`config.mk`:
```
export PLATFORM = sky130hd
export DESIGN_NAME = psp_bank
export DESIGN_NICKNAME = d
export VERILOG_FILES = /design/src/design/phase_shifted_pwm_generator_core_macros.svh /design/src/design/psp_pkg.sv /design/src/design/psp_bank.sv
export SDC_FILE = /design/constraint.sdc
export NUM_CORES = 1
export LEC_CHECK = 0
export BUFFER_PORTS_ARGS = -buffer_cell sky130_fd_sc_hd__buf_4
export CAP_MARGIN = 10
export CORE_MARGIN = 2
export CORE_UTILIZATION = 40
export CTS_BUF_LIST = sky130_fd_sc_hd__clkbuf_4
export CTS_CLUSTER_DIAMETER = 50
export DETAILED_ROUTE_END_ITERATION = 10
export PLACE_DENSITY = 0.61
export SYNTH_ARGS = -nofsm -noshare
export SYNTH_HDL_FRONTEND = slang
export SYNTH_SLANG_ARGS = --single-unit
export TNS_END_PERCENT = 20
```
`constraint.sdc`:
```
create_clock -name clk -period 4 [get_ports clk]
set_input_delay 0.6 -clock clk [delete_from_list [all_inputs] [get_ports clk]]
set_output_delay 0.6 -clock clk [all_outputs]
set_load 0.02 [all_outputs]
```
`src/design/phase_shifted_pwm_generator_core_macros.svh`:
```
// Assertion macros for the phase-shifted PWM core.
// Expects clk and rst in the scope of use; no other dependencies.
`ifndef PHASE_SHIFTED_PWM_GENERATOR_CORE_MACROS_SVH
`define PHASE_SHIFTED_PWM_GENERATOR_CORE_MACROS_SVH

// Same-cycle implication, held off during reset.
`define PSP_ASSERT_IMPLY(lbl, ante, cons, msg) \
  lbl: assert property (@(posedge clk) disable iff (rst) (ante) |-> (cons)) \
    else $error(msg);

// Next-cycle implication, held off during reset.
`define PSP_ASSERT_NEXT(lbl, ante, cons, msg) \
  lbl: assert property (@(posedge clk) disable iff (rst) (ante) |=> (cons)) \
    else $error(msg);

`endif

```
`src/design/psp_pkg.sv`:
```
// Shared types, constants and functions of the phase-shifted PWM core.
// No dependencies.
package psp_pkg;

  localparam int DEFAULT_BANK_COUNT = 3;
  localparam int DEFAULT_COUNT_BITS = 16;

  localparam int CFG_INDEX_BITS = 5;
  localparam int CFG_DATA_BITS  = 32;
  localparam int FIELD_BITS     = 16;
  localparam int PRESCALE_BITS  = 10;
  localparam int DIV_SEL_BITS   = 3;

  localparam int REG_PERIOD_TOP    = 0;
  localparam int REG_DIVIDE_SELECT = 1;
  localparam int REG_COMPARE_BASE  = 2;

  typedef enum logic [DIV_SEL_BITS-1:0] {
    DIV_BY_1    = 3'd0,
    DIV_BY_8    = 3'd1,
    DIV_BY_64   = 3'd2,
    DIV_BY_256  = 3'd3,
    DIV_BY_1024 = 3'd4
  } div_sel_t;

  typedef struct packed {
    logic advance;
    logic run;
    logic restart;
  } psp_step_t;

  // terminal prescaler count; codes above four behave as divide by 1024
  function automatic logic [PRESCALE_BITS-1:0] prescale_term(
    input logic [DIV_SEL_BITS-1:0] sel
  );
    logic [PRESCALE_BITS-1:0] term;
    unique case (sel)
      DIV_BY_1:   term = PRESCALE_BITS'(0);
      DIV_BY_8:   term = PRESCALE_BITS'(7);
      DIV_BY_64:  term = PRESCALE_BITS'(63);
      DIV_BY_256: term = PRESCALE_BITS'(255);
      default:    term = PRESCALE_BITS'(1023);
    endcase
    return term;
  endfunction

endpackage

```
`src/design/psp_bank.sv`:
```
// One PWM bank: up counter with phase-offset load and two compare outputs.
// Depends on psp_pkg.
module psp_bank import psp_pkg::*; #(
  parameter int COUNT_BITS = DEFAULT_COUNT_BITS
) (
  input  logic                     clk,
  input  logic                     rst,
  input  psp_step_t                step,
  input  logic                     pulse,
  input  logic [COUNT_BITS-1:0]    top,
  input  logic [CFG_DATA_BITS-1:0] compares,
  input  logic [COUNT_BITS-1:0]    offset,
  output logic [1:0]               pins,
  output logic                     wrapped
);

  logic [COUNT_BITS-1:0]    bank_count;
  logic [COUNT_BITS-1:0]    bank_count_next;
  logic [CFG_DATA_BITS-1:0] count_ext;
  logic [CFG_DATA_BITS-1:0] cmp_a;
  logic [CFG_DATA_BITS-1:0] cmp_b;

  assign wrapped = !step.restart && step.run && pulse && (bank_count >= top);

  always_comb begin
    bank_count_next = bank_count;
    if (step.restart) begin
      bank_count_next = (offset > top) ? top : offset;
    end else if (step.run && pulse) begin
      bank_count_next = wrapped ? '0 : bank_count + COUNT_BITS'(1);
    end
  end

  assign count_ext = CFG_DATA_BITS'(bank_count_next);
  assign cmp_a     = CFG_DATA_BITS'(compares[FIELD_BITS-1:0]);
  assign cmp_b     = CFG_DATA_BITS'(compares[2*FIELD_BITS-1:FIELD_BITS]);
  assign pins      = step.run ? {count_ext <= cmp_b, count_ext <= cmp_a} : 2'b00;

  always_ff @(posedge clk) begin
    if (rst) begin
      bank_count <= '0;
    end else if (step.advance) begin
      bank_count <= bank_count_next;
    end
  end

endmodule

```
=== Word level (Yosys, flattened, before mapping) ===
Cells that the tools add are included.

* Register bits after elaboration: 16
* Bits of input ports: 70
* Output and inout bits: 3
* Logic and storage cells: 16

* Add/subtract/negate cells: 1
* $lt $le $gt $ge: 4
* Multiplexer cells: 5
* Reductions and logical operators: 5

{| class="wikitable"
|+ Operators with widths
! kind !! count
|-
| 16-bit two-way mux || 4
|-
| 16-bit <= comparator || 2
|-
| 16-bit by 1-bit adder with 16-bit output (second input constant) || 1
|-
| 16-bit greater-or-equal comparator || 1
|-
| 16-bit greater-than comparator || 1
|-
| 1-bit logical AND || 4
|-
| 2-bit two-way mux || 1
|-
| 1-bit zero test || 1
|}

=== Logic depth before layout (Yosys ltp) ===
Gate-level depths: netlist of run 1.

* Word-level depth: 9
* Depth in mapped cells: 16
* Gate-level depth less buffers: 15

=== Worst setup path before layout of run 1 ===
No wires, ideal clock.

* Path type: input-to-output
* From: input top[6]
* To: output pins[0]
* Arrival: 3.876 ns
* Required time: 3.400 ns
* Path slack: -0.476 ns
* Stages: 15
* Buffers on the path: 0
* Cells stage by stage: inv_1 ha_1 a21o_1 a221oi_1 o21ai_0 a2111oi_0 nor3_1 a21oi_1 ha_1 nor2b_1 o21a_1 o21a_1 o21a_1 o21a_1 o31ai_1

* Longest elaborated chain between the ends: 7
* Elaborated cells between the ends (all ways): 9
* Classes of those cells: order compare: 3; mux: 5; reduce/logical: 1

{| class="wikitable"
|+ Ends and longest elaborated chain
! what !! line !! text
|-
| start: declaration || psp_bank.sv:10 || <nowiki>input logic [COUNT_BITS-1:0] top,</nowiki>
|-
| 16-bit greater-or-equal comparator || psp_bank.sv:23 || <nowiki>assign wrapped = !step.restart && step.run && pulse && (bank_count >= top);</nowiki>
|-
| 1-bit logical AND || psp_bank.sv:23 ||
|-
| 16-bit two-way mux || psp_bank.sv:30 || <nowiki>bank_count_next = wrapped ? '0 : bank_count + COUNT_BITS'(1);</nowiki>
|-
| 16-bit two-way mux || psp_bank.sv:29 || <nowiki>end else if (step.run && pulse) begin</nowiki>
|-
| 16-bit two-way mux * || psp_bank.sv:27 || <nowiki>if (step.restart) begin</nowiki>
|-
| net bank_count_next[1] || psp_bank.sv:18 || <nowiki>logic [COUNT_BITS-1:0] bank_count_next;</nowiki>
|-
| 16-bit <= comparator * || psp_bank.sv:37 || <nowiki>assign pins = step.run ? {count_ext <= cmp_b, count_ext <= cmp_a} : 2'b00;</nowiki>
|-
| 2-bit two-way mux * || psp_bank.sv:37 ||
|-
| end: declaration || psp_bank.sv:13 || <nowiki>output logic [1:0] pins,</nowiki>
|}

The timed path passes the listed nets; every way through them passes the cells marked *.

=== Worst setup path in the final report of run 1 ===
* From: input top[5]
* To: output pins[0]

* Longest elaborated chain between the ends: 7
* Elaborated cells between the ends (all ways): 9
* Classes of those cells: order compare: 3; mux: 5; reduce/logical: 1

{| class="wikitable"
|+ Ends and longest elaborated chain
! what !! line
|-
| 16-bit greater-or-equal comparator || psp_bank.sv:23
|-
| 1-bit logical AND || psp_bank.sv:23
|-
| 16-bit two-way mux || psp_bank.sv:30
|-
| 16-bit two-way mux || psp_bank.sv:29
|-
| 16-bit two-way mux * || psp_bank.sv:27
|-
| 16-bit <= comparator * || psp_bank.sv:37
|-
| 2-bit two-way mux * || psp_bank.sv:37
|}

Mark *: on every way between the ends. The rest lies on a longest branch, timed or not.

==> key figures, run 1 <==
Yosys
  – Post-synth EDFFs: 0
  – Sequential share of the synthesized area: 10.68%
  – Synth warnings: 0
  – Avg Inst Size Synth: 7.612 um^2
  – #FFs+latches synth: 16
  – Post-Syn Instances: 394
  – Synth unique cells: 50
  – Synth top area share: 27.12%
  – Ys flop type: dfxtp_1
  – Asr flop ratio synth: 0%
  – Leading area contributor after synthesis: ha_1
  – Post-Syn Nets: 529
  – Largest cells by area after synthesis: ha_1 27%, dfxtp_1 11%, inv_1 6.4%
  – Area of the mapped netlist: 0.002999 mm^2

CTS
  – CTS tree: done
  – CTS root buf: clkbuf_4
  – Clock Latency Late Sink: 0.31 ns
  – Clock buffer depth: 2
  – H-tree depth: 1
  – Num CTS Buffers: 3
  – Clock sink count: 16
  – Register clock-pin slew on the reported worst setup and hold paths: 0.11 ns

Placement
  – Dpl hpwl: 8145 um
  – IO buf count: 72
  – RePlAce Congestion: 0.8568
  – Placement-stage worst setup slack: -0.8317 ns

Finish
  – Biggest regs: bank_count x16
  – Commonest non-fill, non-tap cell in the layout: buf_4
  – Post-layout util: 64.22%
  – Share of post-route cells with drive strength above 1: 37.91%
  – Biggest register: bank_count
  – Commonest non-fill, non-tap cells in the layout: 160 x buf_4, 61 x ha_1, 48 x inv_1, 32 x nand2_1, 19 x a21oi_1
  – Synthesis-to-layout area growth: 55.32%
  – Diode count: 0
  – Max reg flops: 16
  – Final #Nets: 690
  – Fill count: 651

Routing
  – Detailed Route Iter0 Violations: 175
  – DRC viols: 0
  – Via density: 5.421
  – DR vias: 3540
  – Post-route ant nets: 0
  – Routed wire length: 9934 um
  – DR pass1 iterations: 5
  – WL/cell: 15.21 um

STA
  – Relative slew slack: 21.70%
  – Setup WS post-layout: -0.5220 ns
  – Worst-Margin Slew: 1.170 ns
  – RSZ-0062 raised after global routing: yes
  – Clk_skew: 0.01332 ns
  – Fmax: 221.1 MHz
  – Final Cycle Share: 113.0%
  – Final Max Slew Viols: 0
  – Endpoints failing hold: 0
  – Tmin final: 4.522 ns
  – Setup violators final: 2

Flow run
  – Max-cap violations: 0

Min path
  – Worst hold endpoint: bank_count[4]
  – Worst Hold Class: reg2reg
  – WHS Path Cells: 2
  – Hold path start: bank_count[4]

Global routing
  – Initial antenna violation count: 0
  – First-pass GRT wire length: 16480 um
  – Largest net degree at the start of global routing: 25
  – Gr usage total: 24.32%
  – Vias in the first global route: 3541
  – Total grt overflow: 0

Pwr
  – Int Pwr: 513.0 uW
  – PwrDens: 186.1 mW/mm^2
  – Power share of the combinational group: 67.6%
  – LEAKAGE: 0.002340 uW
  – Highest ir drop seen on vdd: 0.1049 mV
  – Clock share of power: 11.8%
  – NetSw: 353.8 uW
  – Part of the power in registers: 20.6%
  – Sw frac: 40.82%

Worst setup path
  – R2r setup slk: 1.65 ns
  – R2r worst-path depth: 8
  – Crit start category: input port
  – Crit Path Class: in2out
  – Worst setup EP type: primary output
  – Worst r2r dst: bank_count[15]
  – Crit path arrival time: 3.92 ns
  – WP data required: 3.40 ns
  – Worst r2r src: bank_count[9]
  – Crit path max fanout: 6

Run status
  – Status: finished, violations left
  – Failing checks: negative setup slack

Die
  – Die Span Y: 90.59 um
  – Ports: 73
  – Die X: 90.59 um
  – Row count: 31
  – Initial Utilization: 41.35%
  – Core area: 0.007253 mm^2
  – Total die area: 0.008207 mm^2
critical path: stages:
cell	delay [ns]
buf_4	0.08
inv_1	0.05
ha_1	0.29
nand4_1	0.20
buf_4	0.20
buf_4	0.13
nor4_4	0.31
a31oi_4	0.07
buf_6	0.16
buf_4	0.16
or3_4	0.35
nand3_4	0.10
ha_1	0.15
nor2b_1	0.04
o21a_1	0.16
o21a_1	0.17
o21a_1	0.17
o21a_1	0.19
o31ai_4	0.19
buf_6	0.15
area by class of cell:
| type | instances | area, um^2 | area share [%] |
|---|---|---|---|
| Sequential cell | 16 | 320.3 | 6.876 |
| Clock buffer | 3 | 22.52 | 0.4835 |
| Clock inverter | 1 | 3.754 | 0.08058 |
| Multi-Input combinational cell | 319 | 2746 | 58.96 |
| Tap cell | 99 | 123.9 | 2.659 |
| Inverter | 51 | 191.4 | 4.110 |
| Timing Repair Buffer | 164 | 1250 | 26.83 |
power groups by stage:
stage | combinational, uW | sequential, uW | clock, uW
after global routing | 645 | 180 | 111
after floorplan | 274 | 187 | 0
after global placement | 505 | 182 | 0
after CTS | 580 | 179 | 103
final | 586 | 179 | 103
after detailed placement | 514 | 182 | 0
synthesized netlist by cell type, types with 8 or more instances:
library cell,n
ha_1,65
inv_1,51
nand2_1,33
a21oi_1,24
nor2_1,18
o21ai_0,17
dfxtp_1,16
mux2i_1,15
nand3_1,15
nand4_1,14
o21a_1,11
xor2_1,8
how the worst max path moves through the flow:
stage / from / to / slack, ns / cells past startpoint
6_report: top[5] / pins[0] / -0.52 / 20
3_3_place_gp: top[15] / pins[0] / -0.77 / 17
4_1_cts: top[5] / pins[0] / -0.51 / 20
3_5_place_dp: top[15] / pins[0] / -0.83 / 17
5_1_grt: top[13] / pins[1] / -0.68 / 18
2_1_floorplan: top[14] / pins[0] / -0.16 / 15
logic make-up after synthesis:
group	count (synthesis)	share of synthesized area [%]
buffers and inverters	59	7.801
DFF	16	10.68
adders and majority gates	65	27.12
and+or+nand+nor	122	20.78
xor gates and xnor gates	13	3.796
AOI/OAI and AO/OA	102	24.07
muxes	17	5.757
timing repair:
action	4_1_cts	5_1_grt
gates resized for setup	44	4
setup endpoints to repair	2	2
hold buffers	0	0
pin swaps	19	3
buffers inserted	6	0
through the flow:
stage / power (uW) / area [um^2] / hold slack, ns / instances / setup TNS [ns]
2_1_floorplan: 461.7 / 3040 / 0.4872 / 394 / -0.3255
3_3_place_gp: 686.9 / 4308 / 0.5479 / 643 / -1.519
3_5_place_dp: 696.1 / 4308 / 0.5580 / 643 / -1.627
4_1_cts: 861.8 / 4642 / 0.5738 / 653 / -1.015
5_1_grt: 936.2 / 4658 / 0.5833 / 653 / -1.362
6_report: 866.8 / 4658 / 0.5688 / 653 / -1.040
layer usage:
layer,global-route usage [%],routed length [um]
met1,31.96,4554
met2,43.28,4814
met3,3.255,496
met4,3.205,68
met5,0,0
(Power assumes the default switching activity.)
==> run 2: changes to the inputs <==
--- a/config.mk
+++ b/config.mk
@@ -6,13 +6,12 @@
 export NUM_CORES = 1
 export LEC_CHECK = 0
 export BUFFER_PORTS_ARGS = -buffer_cell sky130_fd_sc_hd__buf_4
-export CAP_MARGIN = 10
 export CORE_MARGIN = 2
 export CORE_UTILIZATION = 40
 export CTS_BUF_LIST = sky130_fd_sc_hd__clkbuf_4
 export CTS_CLUSTER_DIAMETER = 50
 export DETAILED_ROUTE_END_ITERATION = 10
-export PLACE_DENSITY = 0.61
+export PLACE_DENSITY = 0.7
 export SYNTH_ARGS = -nofsm -noshare
 export SYNTH_HDL_FRONTEND = slang
 export SYNTH_SLANG_ARGS = --single-unit
==> run 2 against run 1 <==
Effect of this change:
- die area unchanged
- worst hold slack better by 0.051 ns
- first-iteration DRC count down 13%
- flip-flop and latch count unchanged
- register-to-register slack worse by 0.09 ns
- the run still ends with negative setup slack left
- utilization up 0.45 points
- combinational power up 0.9%
- clock skew up 0.0065 ns
- largest cell class unchanged
- power up 0.23%
- setup slack worse by 0.015 ns
- final cell count down 0.92%
- sequential share of layout area about the same
- largest power group unchanged
==> key figures, run 2 (same netlist as run 1, synthesis figures left out) <==
Die
  – Row count: 31 (unchanged)
  – Core area: 0.007253 mm^2 (unchanged)
  – Die Span Y: 90.59 um (unchanged)
  – Ports: 73 (unchanged)
  – Initial Utilization: 41.35% (unchanged)
  – Die X: 90.59 um (unchanged)
  – Total die area: 0.008207 mm^2 (unchanged)

STA
  – Tmin final: 4.537 ns (was 4.522 ns)
  – Endpoints failing hold: 0 (unchanged)
  – Final Cycle Share: 113.4% (was 113.0%)
  – Worst hold margin: 0.6197 ns (was 0.5688 ns)
  – Final Max Slew Viols: 0 (unchanged)
  – Setup violators final: 2 (unchanged)
  – Relative slew slack: 22.15% (was 21.70%)
  – RSZ-0062 raised after global routing: yes (unchanged)
  – Fmax: 220.4 MHz (was 221.1 MHz)
  – Clk_skew: 0.01978 ns (was 0.01332 ns)
  – Setup WS post-layout: -0.5371 ns (was -0.5220 ns)
  – Worst-Margin Slew: 1.163 ns (was 1.170 ns)

Routing
  – Post-route ant nets: 0 (unchanged)
  – Routed wire length: 10620 um (was 9934 um)
  – DRC viols: 0 (unchanged)
  – DR pass1 iterations: 5 (unchanged)
  – Via density: 5.603 (was 5.421)
  – WL/cell: 16.41 um (was 15.21 um)
  – Detailed Route Iter0 Violations: 152 (was 175)
  – DR vias: 3625 (was 3540)

Worst setup path
  – Worst r2r dst: bank_count[2] (was bank_count[15])
  – Worst r2r src: bank_count[0] (was bank_count[9])
  – Critical Path Start: offset[12] (was top[5])
  – Worst setup EP type: primary output (unchanged)
  – R2r setup slk: 1.56 ns (was 1.65 ns)
  – Crit Path Class: in2out (unchanged)
  – Crit start category: input port (unchanged)
  – Crit path arrival time: 3.94 ns (was 3.92 ns)
  – WP data required: 3.40 ns (about the same)
  – R2r worst-path depth: 10 (was 8)
  – Crit path max fanout: 7 (was 6)

CTS
  – Clock Latency Late Sink: 0.31 ns (about the same)
  – CTS root buf: clkbuf_4 (unchanged)
  – Register clock-pin slew on the reported worst setup and hold paths: 0.12 ns (was 0.11 ns)
  – Clock buffer depth: 2 (unchanged)
  – Num CTS Buffers: 3 (unchanged)
  – # hold bufs at CTS: 0 (unchanged)
  – H-tree depth: 1 (unchanged)
  – Clock sink count: 16 (unchanged)
  – CTS tree: done (unchanged)

Finish
  – Final Instance Area: 0.004691 mm^2 (was 0.004658 mm^2)
  – Reg area: 320.3 um^2 (unchanged)
  – Final #Nets: 684 (was 690)
  – Post-layout util: 64.67% (was 64.22%)
  – Area of the multi-input gates: 0.002806 mm^2 (was 0.002746 mm^2)
  – Fill count: 615 (was 651)
  – Commonest non-fill, non-tap cells in the layout: 151 x buf_4, 56 x ha_1, 44 x inv_1, 32 x nand2_1, 19 x a21oi_1 (was 160 x buf_4, 61 x ha_1, 48 x inv_1, 32 x nand2_1, 19 x a21oi_1)
  – Fin cells: 647 (was 653)
  – Biggest register: bank_count (unchanged)
  – Biggest regs: bank_count x16 (unchanged)
  – Synthesis-to-layout area growth: 56.40% (was 55.32%)
  – Commonest non-fill, non-tap cell in the layout: buf_4 (unchanged)
  – Share of post-route cells with drive strength above 1: 39.05% (was 37.91%)
  – Max reg flops: 16 (unchanged)
  – Diode count: 0 (unchanged)

Placement
  – Dpl hpwl: 8438 um (was 8145 um)
  – Placed inst area: 0.004278 mm^2 (was 0.004308 mm^2)
  – Placement-stage worst setup slack: -0.7728 ns (was -0.8317 ns)
  – RePlAce Congestion: 0.9279 (was 0.8568)
  – DP Cell Count: 639 (was 643)
  – IO buf count: 72 (unchanged)

Global routing
  – Total grt overflow: 0 (unchanged)
  – Gr usage total: 25.17% (was 24.32%)
  – Vias in the first global route: 3800 (was 3541)
  – First-pass GRT wire length: 16990 um (was 16480 um)
  – Initial antenna violation count: 0 (unchanged)
  – Largest net degree at the start of global routing: 25 (unchanged)

Pwr
  – Highest ir drop seen on vdd: 0.1178 mV (was 0.1049 mV)
  – PwrDens: 185.2 mW/mm^2 (was 186.1 mW/mm^2)
  – LEAKAGE: 0.002304 uW (was 0.002340 uW)

Min path
  – Worst hold endpoint: bank_count[15] (was bank_count[4])
  – WHS Path Cells: 2 (unchanged)
  – Hold path start: bank_count[15] (was bank_count[4])
  – Worst Hold Class: reg2reg (unchanged)

Run status
  – Failing checks: negative setup slack (unchanged)
  – Status: finished, violations left (unchanged)

Flow run
  – Max-cap violations: 0 (unchanged)
-- run 2: worst max-delay path: stages --
cell and delay [ns]:
buf_4 0.12, ha_1 0.30, nand4_1 0.15, buf_4 0.14, nor2_2 0.04, a221oi_2 0.35, a31oi_4 0.13, buf_6 0.16
buf_6 0.12, mux2i_4 0.19, a21oi_4 0.23, ha_4 0.23, nor2b_1 0.12, o21a_1 0.16, o21a_1 0.18, o21a_1 0.19
o21a_1 0.20, o31ai_4 0.18, buf_6 0.14
-- run 2: per-layer routing --
layer / vias up / GRT usage [%] / wire [um]
met5: - / 0 / 0
li1: 1771 / - / -
met4: 0 / 7.436 / 252
met3: 27 / 3.339 / 511
met1: 1717 / 28.45 / 4324
met2: 110 / 48.45 / 5527
-- run 2: layout make-up --
type	instances	share of cell area (%)
clock inverters	1	0.08002
repair buffers	158	25.85
multi-input cells	319	59.83
clock buffers	3	0.4801
inverters	51	4.294
flip-flops and latches	16	6.828
well taps	99	2.641
-- run 2: how the worst max path moves through the flow --
stage	end
finish	pins[1]
global route	pins[1]
CTS	pins[1]
detailed placement	pins[1]
global placement	pins[0]
floorplan	pins[0]
-- run 2: power by group --
| part | leakage (uW) | internal (uW) | switching, uW | total, uW |
|---|---|---|---|---|
| logic | 0.00216 | 302 | 289 | 591 |
| clock network | 0.0000154 | 36.4 | 62.0 | 98.4 |
| registers | 0.000131 | 171 | 7.99 | 179 |
| total | 0.00230 | 510 | 359 | 869 |
-- run 2: metrics by stage --
step / total power, uW / TNS, ns
4_1_cts: 822.7 / -1.061
6_report: 868.8 / -1.040
3_3_place_gp: 670.0 / -1.315
2_1_floorplan: 461.7 / -0.3255
5_1_grt: 932.0 / -1.347
3_5_place_dp: 687.6 / -1.544
-- run 2: repair_timing --
item                                    in CTS  in global routing
resized for setup                           33                 29
endpoints found under the setup margin       2                  2
pin swaps                                    9                  9
setup buffers                                2                  2
