`src/design/phase_shifted_pwm_generator_core_macros.svh`:
```
// Assertion macros for the phase-shifted PWM core.
// Expects clk and rst in the scope of use; no other dependencies.
`ifndef PHASE_SHIFTED_PWM_GENERATOR_CORE_MACROS_SVH
`define PHASE_SHIFTED_PWM_GENERATOR_CORE_MACROS_SVH

// Same-cycle implication, held off during reset.
`define PSP_ASSERT_IMPLY(lbl, ante, cons, msg) \
  lbl: assert property (@(posedge clk) disable iff (rst) (ante) |-> (cons)) \
    else $error(msg);

// Next-cycle implication, held off during reset.
`define PSP_ASSERT_NEXT(lbl, ante, cons, msg) \
  lbl: assert property (@(posedge clk) disable iff (rst) (ante) |=> (cons)) \
    else $error(msg);

`endif

```
`src/design/psp_pkg.sv`:
```
// Shared types, constants and functions of the phase-shifted PWM core.
// No dependencies.
package psp_pkg;

  localparam int DEFAULT_BANK_COUNT = 3;
  localparam int DEFAULT_COUNT_BITS = 16;

  localparam int CFG_INDEX_BITS = 5;
  localparam int CFG_DATA_BITS  = 32;
  localparam int FIELD_BITS     = 16;
  localparam int PRESCALE_BITS  = 10;
  localparam int DIV_SEL_BITS   = 3;

  localparam int REG_PERIOD_TOP    = 0;
  localparam int REG_DIVIDE_SELECT = 1;
  localparam int REG_COMPARE_BASE  = 2;

  typedef enum logic [DIV_SEL_BITS-1:0] {
    DIV_BY_1    = 3'd0,
    DIV_BY_8    = 3'd1,
    DIV_BY_64   = 3'd2,
    DIV_BY_256  = 3'd3,
    DIV_BY_1024 = 3'd4
  } div_sel_t;

  typedef struct packed {
    logic advance;
    logic run;
    logic restart;
  } psp_step_t;

  // terminal prescaler count; codes above four behave as divide by 1024
  function automatic logic [PRESCALE_BITS-1:0] prescale_term(
    input logic [DIV_SEL_BITS-1:0] sel
  );
    logic [PRESCALE_BITS-1:0] term;
    unique case (sel)
      DIV_BY_1:   term = PRESCALE_BITS'(0);
      DIV_BY_8:   term = PRESCALE_BITS'(7);
      DIV_BY_64:  term = PRESCALE_BITS'(63);
      DIV_BY_256: term = PRESCALE_BITS'(255);
      default:    term = PRESCALE_BITS'(1023);
    endcase
    return term;
  endfunction

endpackage

```
`src/design/psp_prescaler.sv`:
```
// Shared clock prescaler: gives one count pulse every 1..1024 running ticks.
// Depends on psp_pkg.
module psp_prescaler import psp_pkg::*; (
  input  logic                    clk,
  input  logic                    rst,
  input  psp_step_t               step,
  input  logic [DIV_SEL_BITS-1:0] div_sel,
  output logic                    pulse
);

  logic [PRESCALE_BITS-1:0] prescale_count;
  logic [PRESCALE_BITS-1:0] prescale_count_next;

  // a count left beyond the terminal value by a divider change pulses at once
  assign pulse = prescale_count >= prescale_term(div_sel);

  always_comb begin
    prescale_count_next = prescale_count;
    if (step.restart) begin
      prescale_count_next = '0;
    end else if (step.run) begin
      prescale_count_next = pulse ? '0 : prescale_count + PRESCALE_BITS'(1);
    end
  end

  always_ff @(posedge clk) begin
    if (rst) begin
      prescale_count <= '0;
    end else if (step.advance) begin
      prescale_count <= prescale_count_next;
    end
  end

endmodule

```
`config.mk`:
```
export PLATFORM = sky130hd
export DESIGN_NAME = psp_prescaler
export DESIGN_NICKNAME = d
export VERILOG_FILES = /design/src/design/phase_shifted_pwm_generator_core_macros.svh /design/src/design/psp_pkg.sv /design/src/design/psp_prescaler.sv
export SDC_FILE = /design/constraint.sdc
export NUM_CORES = 1
export LEC_CHECK = 0
export BUFFER_PORTS_ARGS = -buffer_cell sky130_fd_sc_hd__buf_2
export CELL_PAD_IN_SITES_DETAIL_PLACEMENT = 2
export CELL_PAD_IN_SITES_GLOBAL_PLACEMENT = 2
export CORE_ASPECT_RATIO = 1.5
export CORE_MARGIN = 10
export CORE_UTILIZATION = 33
export DETAILED_ROUTE_END_ITERATION = 6
export GPL_TIMING_DRIVEN = 0
export PLACE_DENSITY_LB_ADDON = 0.1
export RECOVER_POWER = 50
export SLEW_MARGIN = 30
export SYNTH_ARGS = -nofsm -noshare
export SYNTH_HDL_FRONTEND = slang
export SYNTH_SLANG_ARGS = --single-unit
export TNS_END_PERCENT = 50
```
`constraint.sdc`:
```
create_clock -name clk -period 2.4 [get_ports clk]
set_input_delay 0.24 -clock clk [delete_from_list [all_inputs] [get_ports clk]]
set_output_delay 0.24 -clock clk [all_outputs]
set_load 0.02 [all_outputs]
```
# Word-level counts from Yosys, hierarchy flattened
# Index checks and enable logic that the tools add are counted.
# W data, S select, Z words.
[word_totals]
ff_bits = 10
input_bits = 8
output_inout_bits = 1
[classes]
addsub = 1
magnitude_cmp = 1
n_eq_ne = 3
n_mux = 4
n_reduce_logical = 3
[op_table]
columns = ["operator", "count"]
rows = [
  ["$pmux W10 S4", 1],
  ["$mux W10", 3],
  ["$add A10 B1 Y10 const B", 1],
  ["$ge A10 B10 Y1", 1],
  ["$eq A3 B2 Y1 const B", 2],
  ["$eq A3 B1 Y1 const B", 1],
  ["$logic_not A3 Y1", 1],
  ["$reduce_and A2 Y1", 1],
  ["$reduce_bool A2 Y1", 1],
]

# Depth between registers and ports, before layout
# Gate-level depths: netlist of the first run.
[depth]
word_depth = 6
ltp_mapped = 8
ltp_nobuf = 8

# Worst setup path before layout of the first run
# Ideal clock, no wire load.
[synth_timing]
kind = "input -> register"
from = "input div_sel[1]"
to = "register prescale_count[3]"
setup_ps = 93
t_arrival_ps = 1807
required_time_ps = 2307
setup_slack_ps = 500
path_stages = 8
path_buffers = 0
path_cell_list = "or3_1 inv_1 ha_1 a211oi_1 o21ai_0 o211ai_2 nand3_4 o311ai_2"
[synth_between]
elab_chain_cells = 6
word_cells_on_any_way = 9
cone_classes = "1 x order compare; 3 x eq/ne; 4 x mux; 1 x reduce/logical"
[synth_rtl]
columns = ["element", "line", "source"]
rows = [
  ["from (decl)", "psp_prescaler.sv:7", "input logic [DIV_SEL_BITS-1:0] div_sel,"],
  ["$eq A3 B2 Y1, or another cell as far along", "psp_pkg.sv:37", "unique case (sel)"],
  ["$pmux W10 S4 (*)", "psp_pkg.sv:37", ""],
  ["$ge A10 B10 Y1 (*)", "psp_prescaler.sv:15", "assign pulse = prescale_count >= prescale_term(div_sel);"],
  ["$mux W10 (*)", "psp_prescaler.sv:22", "prescale_count_next = pulse ? '0 : prescale_count + PRESCALE_BITS'(1);"],
  ["$mux W10 (*)", "psp_prescaler.sv:21", "end else if (step.run) begin"],
  ["$mux W10 (*)", "psp_prescaler.sv:19", "if (step.restart) begin"],
  ["to (signal assigned)", "psp_prescaler.sv:30", "prescale_count <= prescale_count_next;"],
  ["to (decl)", "psp_prescaler.sv:11", "logic [PRESCALE_BITS-1:0] prescale_count;"],
]
# Mark *: on every way between the ends. The rest lies on a longest branch, timed or not. The select of a mux whose other input is x is not followed.
# A chain may end at the register's enable or synchronous reset.

# Worst setup path after layout of the first run
[layout_timing]
from = "input div_sel[1]"
to = "output pulse"
[layout_between]
elab_chain_cells = 3
word_cells_on_any_way = 6
cone_classes = "1 x order compare; 3 x eq/ne; 1 x mux; 1 x reduce/logical"
[layout_rtl]
columns = ["element", "line", "source"]
rows = [
  ["$eq A3 B2 Y1, or another cell as far along", "psp_pkg.sv:37", ""],
  ["$pmux W10 S4 (*)", "psp_pkg.sv:37", ""],
  ["$ge A10 B10 Y1 (*)", "psp_prescaler.sv:15", ""],
  ["to (decl)", "psp_prescaler.sv:8", "output logic pulse"],
]
# Mark *: on every way between the ends. The rest lies on a longest branch, timed or not.

==> results.tsv, run 1 <==
stage	metric	value	unit
worst_setup_path	CP startpoint	div_sel[1]	
synthesis	Seq cells post-synth	10	
floorplan	chip height	79.6	um
worst_setup_path	WP data arrival	1.89	ns
synthesis	Post-Synth Simple-Gate Area	0.310	
worst_setup_path	reg2reg start	prescale_count[9]	
drt	Vias/cell	5.75	
worst_setup_path	critical path capture point type	primary output	
synthesis	top_reg_cell synth	dfxtp_1	
global_route	initial antenna violation count	0	
synthesis	number of enable flip-flop cells after synthesis	0	
synthesis	Compound-Gate Fraction of Synth Area	0.238	
worst_setup_path	Worst Path Max Fanout	4	
power	Lkg Pwr	0.368	nW
floorplan	DIE AREA	4760	um^2
timing	final worst path period share	0.888	
worst_setup_path	crit start category	input pin	
floorplan	IO Pins	9	
synthesis	sequential cell area fraction in the yosys report	0.256	
power	switch share	0.246	
synthesis	XOR/XNOR Fraction of Synth Area	0.0224	
synthesis	synth top area cells	dfxtp_1 26%, ha_1 14%, o311ai_2 8.3%, nand2_1 7.7%, nand3_1 5.1%	
worst_setup_path	critical path, cell by cell	clkbuf_1, or3_1, inv_1, ha_1, a211oi_1, o21ai_0, o211ai_2, nand3_1, buf_2	
cells_and_area	Top reg by flops	prescale_count	
cells_and_area	Largest register FFs	10	
power	Reg power frac	0.531	
synthesis	adder and majority cell fraction of the synthesized area	0.144	
timing	WHS	0.403	ns
drt	routed via count	747	
clock_tree	CTS buffer count	3	
synthesis	Post-Syn Nets	111	
global_route	GRT Residual Overflow	0	
timing	Finish-stage setup viols	0	
worst_setup_path	Crit Path Category	in2out	
clock_tree	Clk Latency, worst-skew pair	0.26	ns
cells_and_area	post-synthesis to final-layout area growth	13.4	%
drt	DRC viols	0	
synthesis	synth unique cells	31	
drt	DRT Pass-1 Iters	2	
timing	fin. max-slew vios	0	
global_route	maximum number of pins on one net before global-route repair	11	
clock_tree	Post-CTS Repair Setup Buffers	0	
place	placed cells	125	
cells_and_area	Nets	126	
clock_tree	clock sink count	10	
clock_tree	Resized cells post-CTS	0	
power	Worst VDD drop	0.000214	V
clock_tree	CTS max path bufs	2	
timing	Worst Skew	0.00385	ns
timing	Max Fclk	469	MHz
synthesis	Mapped Cells	94	
place	DP HPWL	1.75	mm
cells_and_area	layout cells sized above 1	0.206	
drt	final WL	2.17	mm
timing	Sum Neg Setup Slack	0	ns
status	outcome	finished, final reports clean	
clock_tree	TritonCTS clock tree	yes	
worst_setup_path	largest stage delay on the critical path	0.42	ns
clock_tree	post-cts hold buffer count	0	
synthesis	largest area contributor in the netlist	dfxtp_1	
cells_and_area	final non-filler cell total	130	
synthesis	mapped cell area	782	um^2
synthesis	Syn Area/Cell	8.32	um^2
global_route	first-pass GRT wire length	3.77	mm
worst_hold_path	hold crit path type	in2reg	
drt	Avg WL per Cell	16.7	um
power	Combinational Power Share	0.110	
clock_tree	Worst-path clk slew	0.06	ns
timing	Slew HR	0.510	
cells_and_area	ant diodes	0	
timing	RSZ-0062 raised after global routing	false	
power	switching pwr	0.0778	mW
floorplan	Horiz. Die Dim	59.7	um
timing	min Tclk post-route	2.13	ns
power	overall power	0.316	mW
floorplan	Initial Util	0.346	
place	gpl congestion	0.693	
timing	slew of the pin with the lowest slew margin	0.733	ns
timing	Fin. Hold Viols	0	
floorplan	row cnt	21	
drt	DRT antenna net count	0	
cells_and_area	biggest regs	prescale_count: 10 flops	
power	Power Dens Cells	356	nW/um^2
worst_hold_path	hold path startpoint	rst	
worst_setup_path	CP required	2.16	ns
worst_setup_path	slowest stage cell, crit path	or3_1	
synthesis	yosys synthesis warning count	0	
power	Clock Power Share	0.359	
synthesis	post-synth top area share	0.256	
global_route	vias in the first global route	825	
drt	Starting DRT DRC Count	17	
global_route	gr usage total	0.0982	
floorplan	Core Region	2260	um^2
synthesis	Synth async-reset ratio	0	
synthesis	mux share of post-synthesis cell area	0	
clock_tree	CTS root buf	clkbuf_4	
power	Int Power	0.238	mW
flow_run	max-cap violations	0	
synthesis	main combinational cell family by area after synthesis	simple AND/OR/NAND/NOR gates	
place	I/O Buffers	8	
clock_tree	H-tree level count	1	
[power by group through the flow]
stage / Combinational [mW] / Clock (mW) / Sequential, mW
detailed placement: 0.0358 / 0 / 0.172
global placement: 0.0327 / 0 / 0.172
global route: 0.0407 / 0.129 / 0.168
finish: 0.0349 / 0.113 / 0.168
CTS: 0.0360 / 0.120 / 0.168
floorplan: 0.0200 / 0 / 0.171
[through the flow]
step	setup WS (ns)	util	area [um^2]
after global placement	0.150	0.377	851
after CTS	0.137	0.386	873
after detailed placement	0.0597	0.377	851
after global routing	0.125	0.393	887
after floorplan	0.500	-	782
final	0.268	0.393	887
[metal layers]
metal  wire (um)  global-route usage  vias up
met5           0                   0        -
met4           4              0.0203        0
met3          52              0.0271        2
met2        1270               0.185        3
met1         848               0.101      372
li1            -                   -      370
[synthesized netlist by cell type, types with 2 or more instances]
master	n
nand2_1	16
dfxtp_1	10
ha_1	9
nand3_1	8
inv_1	6
o21ai_0	6
nor2_1	5
and3_1	4
o311ai_2	4
nor2b_1	2
nor3_1	2
o21ai_1	2
or3_1	2
[critical path: cells and delay by family]
kind / cells / cell delay (ns)
adder cells (fa/ha/maj): 1 / 0.25
buffers and inverters: 3 / 0.36
AO/OA/AOI/OAI: 3 / 0.49
AND/OR/NAND/NOR: 2 / 0.54
[cell usage in the layout, fill, tap and decap left out, drive strengths merged, types with 2 or more instances in the layout]
master | netlist | routed
nand2 | 16 | 16
dfxtp | 10 | 10
ha | 9 | 9
nand3 | 9 | 9
buf | 0 | 9
o21ai | 8 | 8
inv | 6 | 6
nor2 | 5 | 5
and3 | 4 | 4
o311ai | 4 | 4
clkbuf | 0 | 4
or3 | 2 | 2
nor3 | 2 | 2
nor2b | 2 | 2
a21oi | 2 | 2
a21o | 2 | 2
[layout make-up]
class / count / area [um^2]
multi-input cells: 78 / 559
clock buffers: 3 / 22.5
repair buffers: 10 / 53.8
fillers: 265 / 1370
well taps: 23 / 28.8
flip-flops and latches: 10 / 200
inverters: 6 / 22.5
[cells by family after synthesis]
| group | after synthesis |
|---|---|
| buffers and inverters | 6 |
| xor gates and xnor gates | 2 |
| DFF | 10 |
| and+or+nand+nor | 45 |
| adders and majority gates | 9 |
| AOI/OAI and AO/OA | 22 |
[final timing paths]
kind	cells past startpoint	endpoint	slack [ns]
worst max-delay path	9	pulse	0.27
worst min-delay path	4	prescale_count[2]	0.40
worst min register to register	2	prescale_count[9]	0.50
worst max register to register	6	prescale_count[3]	0.42
No activity file was read; power rests on OpenSTA's default activity.
==> run 2: changes to the inputs <==
--- a/config.mk
+++ b/config.mk
@@ -13,6 +13,7 @@
 export CORE_UTILIZATION = 33
 export DETAILED_ROUTE_END_ITERATION = 6
 export GPL_TIMING_DRIVEN = 0
+export MAX_ROUTING_LAYER = met4
 export PLACE_DENSITY_LB_ADDON = 0.1
 export RECOVER_POWER = 50
 export SLEW_MARGIN = 30
==> results.tsv, run 2 (synthesized netlist as in run 1, its figures left out) <==
stage	metric	value	unit
clock_tree	H-tree level count	1	
power	Lkg Pwr	0.368	nW
clock_tree	CTS buffer count	3	
worst_setup_path	reg2reg start	prescale_count[9]	
cells_and_area	most common cell after layout, fill and taps aside	nand2_1	
flow_run	max-cap violations	0	
worst_setup_path	Worst R2R End	prescale_count[6]	
worst_setup_path	Worst Path Max Fanout	4	
drt	Avg WL per Cell	16.8	um
timing	Max Fclk	470	MHz
worst_setup_path	Crit Path Category	in2out	
floorplan	row cnt	21	
power	Clock Power Share	0.359	
drt	final WL	2.18	mm
cells_and_area	ant diodes	0	
floorplan	chip height	79.6	um
timing	Sum Neg Setup Slack	0	ns
drt	Vias/cell	5.82	
floorplan	Horiz. Die Dim	59.7	um
place	I/O Buffers	8	
timing	final worst path period share	0.886	
clock_tree	Clk Latency, worst-skew pair	0.26	ns
drt	routed via count	757	
worst_setup_path	CP required	2.16	ns
worst_setup_path	CP delay by family, top	simple AND/OR/NAND/NOR gates	
clock_tree	CTS max path bufs	2	
place	placed cells	125	
worst_setup_path	Worst Setup EP	pulse	
floorplan	IO Pins	9	
drt	Starting DRT DRC Count	14	
timing	setup slack after layout	0.274	ns
clock_tree	Post-CTS Repair Setup Buffers	0	
cells_and_area	biggest regs	prescale_count: 10 flops	
worst_setup_path	worst path buffer plus inverter count	3	
worst_setup_path	critical path capture point type	primary output	
power	Worst VDD drop	0.000213	V
global_route	initial antenna violation count	0	
place	pre-CTS WS	0.0597	ns
timing	Worst Skew	0.00466	ns
worst_setup_path	critical path, cell by cell	clkbuf_1, or3_1, inv_1, ha_1, a211oi_1, o21ai_0, o211ai_2, nand3_1, buf_2	
timing	Fin. Hold Viols	0	
floorplan	DIE AREA	4760	um^2
clock_tree	post-cts hold buffer count	0	
worst_setup_path	slowest stage cell, crit path	or3_1	
place	Post-Place Cell Area	851	um^2
global_route	GRT Residual Overflow	0	
place	DP HPWL	1.75	mm
power	Reg power frac	0.530	
drt	DRC viols	0	
global_route	vias in the first global route	825	
power	overall power	0.316	mW
cells_and_area	commonest cells after routing, fill and taps aside	16 x nand2_1, 10 x dfxtp_1, 9 x ha_1	
clock_tree	clock sink count	10	
timing	RSZ-0062 raised after global routing	false	
timing	min Tclk post-route	2.13	ns
floorplan	Initial Util	0.346	
clock_tree	CTS root buf	clkbuf_4	
cells_and_area	post-route cell area	887	um^2
power	Combinational Power Share	0.110	
timing	fin. max-slew vios	0	
cells_and_area	Top reg by flops	prescale_count	
timing	Finish-stage setup viols	0	
worst_setup_path	CP startpoint	div_sel[1]	
drt	DRT Pass-1 Iters	2	
power	Power Dens Cells	357	nW/um^2
global_route	first-pass GRT wire length	3.77	mm
cells_and_area	Largest register FFs	10	
floorplan	Core Region	2260	um^2
cells_and_area	final non-filler cell total	130	
clock_tree	Worst-path clk slew	0.06	ns
drt	DRT antenna net count	0	
timing	WHS	0.404	ns
worst_setup_path	Reg2Reg Depth	6	
power	switch share	0.247	
clock_tree	Resized cells post-CTS	0	
worst_setup_path	CP Depth	9	
status	outcome	finished, final reports clean	
clock_tree	TritonCTS clock tree	yes	
global_route	gr usage total	0.101	
timing	Slew HR	0.491	
worst_setup_path	crit start category	input pin	
power	switching pwr	0.0782	mW
cells_and_area	Nets	126	
power	Int Power	0.238	mW
global_route	maximum number of pins on one net before global-route repair	11	
worst_setup_path	WP data arrival	1.89	ns
worst_setup_path	R2R setup slack	0.42	ns
cells_and_area	post-synthesis to final-layout area growth	13.4	%
worst_hold_path	hold crit path type	in2reg	
cells_and_area	layout cells sized above 1	0.206	
worst_setup_path	largest stage delay on the critical path	0.42	ns
timing	slew of the pin with the lowest slew margin	0.761	ns
cells_and_area	Final Core Density	0.393	
place	gpl congestion	0.701	
==> run 2: cell counts in the layout (fill, tap and decap cells not counted) <==
Identical to the previous run, type by type.
==> run 2: layout make-up <==
class / count / area (um^2)
clock buffers: 3 / 22.5
flip-flops and latches: 10 / 200
well taps: 23 / 28.8
fillers: 265 / 1370
inverters: 6 / 22.5
repair buffers: 10 / 53.8
multi-input cells: 78 / 559
==> run 2: tightest hold or removal path, delay by kind of cell <==
family | cells | cell delay, ns
AO/OA/AOI/OAI | 1 | 0.09
AND/OR/NAND/NOR | 2 | 0.17
buffers and inverters | 1 | 0.11
==> run 2: layer usage <==
layer | up-vias | share of wire | global-route usage | routed length, um
li1 | 371 | - | - | -
met1 | 381 | 0.39 | 0.101 | 858
met2 | 3 | 0.58 | 0.185 | 1270
met3 | 2 | 0.024 | 0.0271 | 52
met4 | 0 | 0.0018 | 0.0203 | 4
met5 | - | 0 | - | 0
==> run 2: how the worst min path moves through the flow <==
stage / startpoint / depth (start not counted) / endpoint
2_1_floorplan: prescale_count[8] / 2 / prescale_count[8]
3_3_place_gp: prescale_count[9] / 2 / prescale_count[9]
3_5_place_dp: prescale_count[9] / 2 / prescale_count[9]
4_1_cts: rst / 4 / prescale_count[2]
5_1_grt: rst / 4 / prescale_count[2]
6_report: rst / 4 / prescale_count[2]
==> run 2: power groups by stage <==
stage / sequential, mW / clock [mW] / combinational [mW]
final: 0.168 / 0.114 / 0.0350
after global placement: 0.172 / 0 / 0.0327
after floorplan: 0.171 / 0 / 0.0200
after global routing: 0.168 / 0.129 / 0.0407
after CTS: 0.168 / 0.120 / 0.0360
after detailed placement: 0.172 / 0 / 0.0358
==> run 3: changes to the inputs <==
==> constraint.sdc (replaced) <==
create_clock -name clk -period 2.09 [get_ports clk]
set_input_delay 0.209 -clock clk [delete_from_list [all_inputs] [get_ports clk]]
set_output_delay 0.209 -clock clk [all_outputs]
set_load 0.02 [all_outputs]
==> results.tsv, run 3 (synthesized netlist as in run 1, its figures left out) <==
stage	metric	value	unit
status	outcome	finished, final reports clean	
floorplan	chip height	79.6	um
floorplan	IO Pins	9	
timing	Fin. Hold Viols	0	
cells_and_area	layout cells sized above 1	0.239	
cells_and_area	post-synthesis to final-layout area growth	15.4	%
drt	DRC viols	0	
cells_and_area	fill count	269	
place	DP HPWL	1.75	mm
power	Worst VDD drop	0.000246	V
worst_hold_path	hold crit path type	in2reg	
drt	DRT Pass-1 Iters	2	
global_route	initial antenna violation count	0	
clock_tree	CTS buffer count	3	
cells_and_area	Multi-input gate area	557	um^2
drt	Starting DRT DRC Count	8	
floorplan	DIE AREA	4760	um^2
clock_tree	CTS max path bufs	2	
cells_and_area	most common cell after layout, fill and taps aside	nand2_1	
timing	setup slack after layout	0.130	ns
cells_and_area	Largest register FFs	10	
global_route	maximum number of pins on one net before global-route repair	11	
power	Power Dens Cells	407	nW/um^2
worst_setup_path	critical path capture point type	primary output	
worst_setup_path	Worst Path Max Fanout	3	
floorplan	Horiz. Die Dim	59.7	um
power	Lkg Pwr	0.381	nW
timing	Max Fclk	510	MHz
timing	RSZ-0062 raised after global routing	false	
flow_run	max-cap violations	0	
place	gpl congestion	0.701	
timing	Finish-stage setup viols	0	
timing	fin. max-slew vios	0	
cells_and_area	commonest cells after routing, fill and taps aside	16 x nand2_1, 9 x ha_1, 9 x dfxtp_1	
global_route	GRT Residual Overflow	0	
timing	Slew HR	0.534	
drt	Vias/cell	5.83	
worst_setup_path	Crit Path Category	in2out	
global_route	vias in the first global route	835	
timing	Worst Skew	0.00395	ns
timing	final worst path period share	0.938	
drt	final WL	2.27	mm
worst_setup_path	crit start category	input pin	
power	overall power	0.367	mW
worst_setup_path	CP required	1.88	ns
global_route	gr usage total	0.103	
clock_tree	clock sink count	10	
clock_tree	post-cts hold buffer count	0	
clock_tree	H-tree level count	1	
clock_tree	Worst-path clk slew	0.07	ns
worst_setup_path	WP data arrival	1.75	ns
drt	DRT antenna net count	0	
worst_setup_path	Reg2Reg Depth	6	
cells_and_area	Nets	128	
worst_hold_path	Worst Hold Depth	4	
place	I/O Buffers	8	
clock_tree	TritonCTS clock tree	yes	
timing	min Tclk post-route	1.96	ns
place	pre-CTS WS	-0.219	ns
clock_tree	Clk Latency, worst-skew pair	0.26	ns
cells_and_area	Top reg by flops	prescale_count	
floorplan	row cnt	21	
floorplan	Core Region	2260	um^2
global_route	first-pass GRT wire length	3.86	mm
clock_tree	CTS root buf	clkbuf_4	
timing	slew of the pin with the lowest slew margin	0.696	ns
cells_and_area	ant diodes	0	
drt	routed via count	770	
drt	Avg WL per Cell	17.2	um
floorplan	Initial Util	0.346	
cells_and_area	biggest regs	prescale_count: 10 flops	
cells_and_area	Storage cell area	201	um^2
[run 3: cell types whose count changed in the layout (fill, tap and decap cells not counted), sizes merged]
cell,before,now
buf,9,12
clkbuf,4,3
[run 3: report_power, final]
| part | switching (mW) | internal (mW) | leakage, nW |
|---|---|---|---|
| Clock | 0.0630 | 0.0664 | 0.0138 |
| Sequential | 0.00122 | 0.191 | 0.0811 |
| Combinational | 0.0259 | 0.0190 | 0.286 |
| Total | 0.0902 | 0.277 | 0.381 |
[run 3: layer usage]
metal	GRT usage	part of all wire	up-vias	wire length [um]
li1	-	-	374	-
met1	0.105	0.40	393	901
met2	0.188	0.58	3	1310
met3	0.0271	0.023	0	52
met4	0.0203	0	0	0
met5	-	0	-	0
[run 3: per-stage QoR]
stage,setup TNS (ns),instance area (um^2),hold slack (ns),cells,utilization
5_1_grt,0,902,0.453,132,0.399
3_3_place_gp,-0.589,851,0.489,125,0.377
4_1_cts,0,888,0.365,130,0.393
6_report,0,902,0.444,132,0.399
3_5_place_dp,-1.60,851,0.499,125,0.377
2_1_floorplan,0,782,0.467,94,-
[run 3: path summary, 6_finish.rpt]
path                     start                end  slack, ns
min reg2reg  prescale_count[9]  prescale_count[9]       0.50
min                        rst  prescale_count[9]       0.44
max reg2reg  prescale_count[9]  prescale_count[3]       0.20
max                 div_sel[1]              pulse       0.13
[run 3: timing repair]
action                                  4_1_cts  5_1_grt
buffers inserted                              2        2
cloned                                        0        0
endpoints found under the setup margin        1        7
resized for setup                             0        3
[run 3: area by class of cell]
| type | count | share of cell area |
|---|---|---|
| Sequential cell | 10 | 0.223 |
| Tap cell | 23 | 0.0319 |
| Timing Repair Buffer | 12 | 0.0777 |
| Inverter | 6 | 0.0250 |
| Clock buffer | 3 | 0.0250 |
| Multi-Input combinational cell | 78 | 0.617 |
[run 3: critical path, cell delays in order]
cell and delay [ns]:
buf_2 0.11, or3_4 0.40, inv_1 0.09, ha_1 0.25, a211oi_1 0.21, o21ai_1 0.12
o211ai_2 0.09, nand3_1 0.10, buf_2 0.17
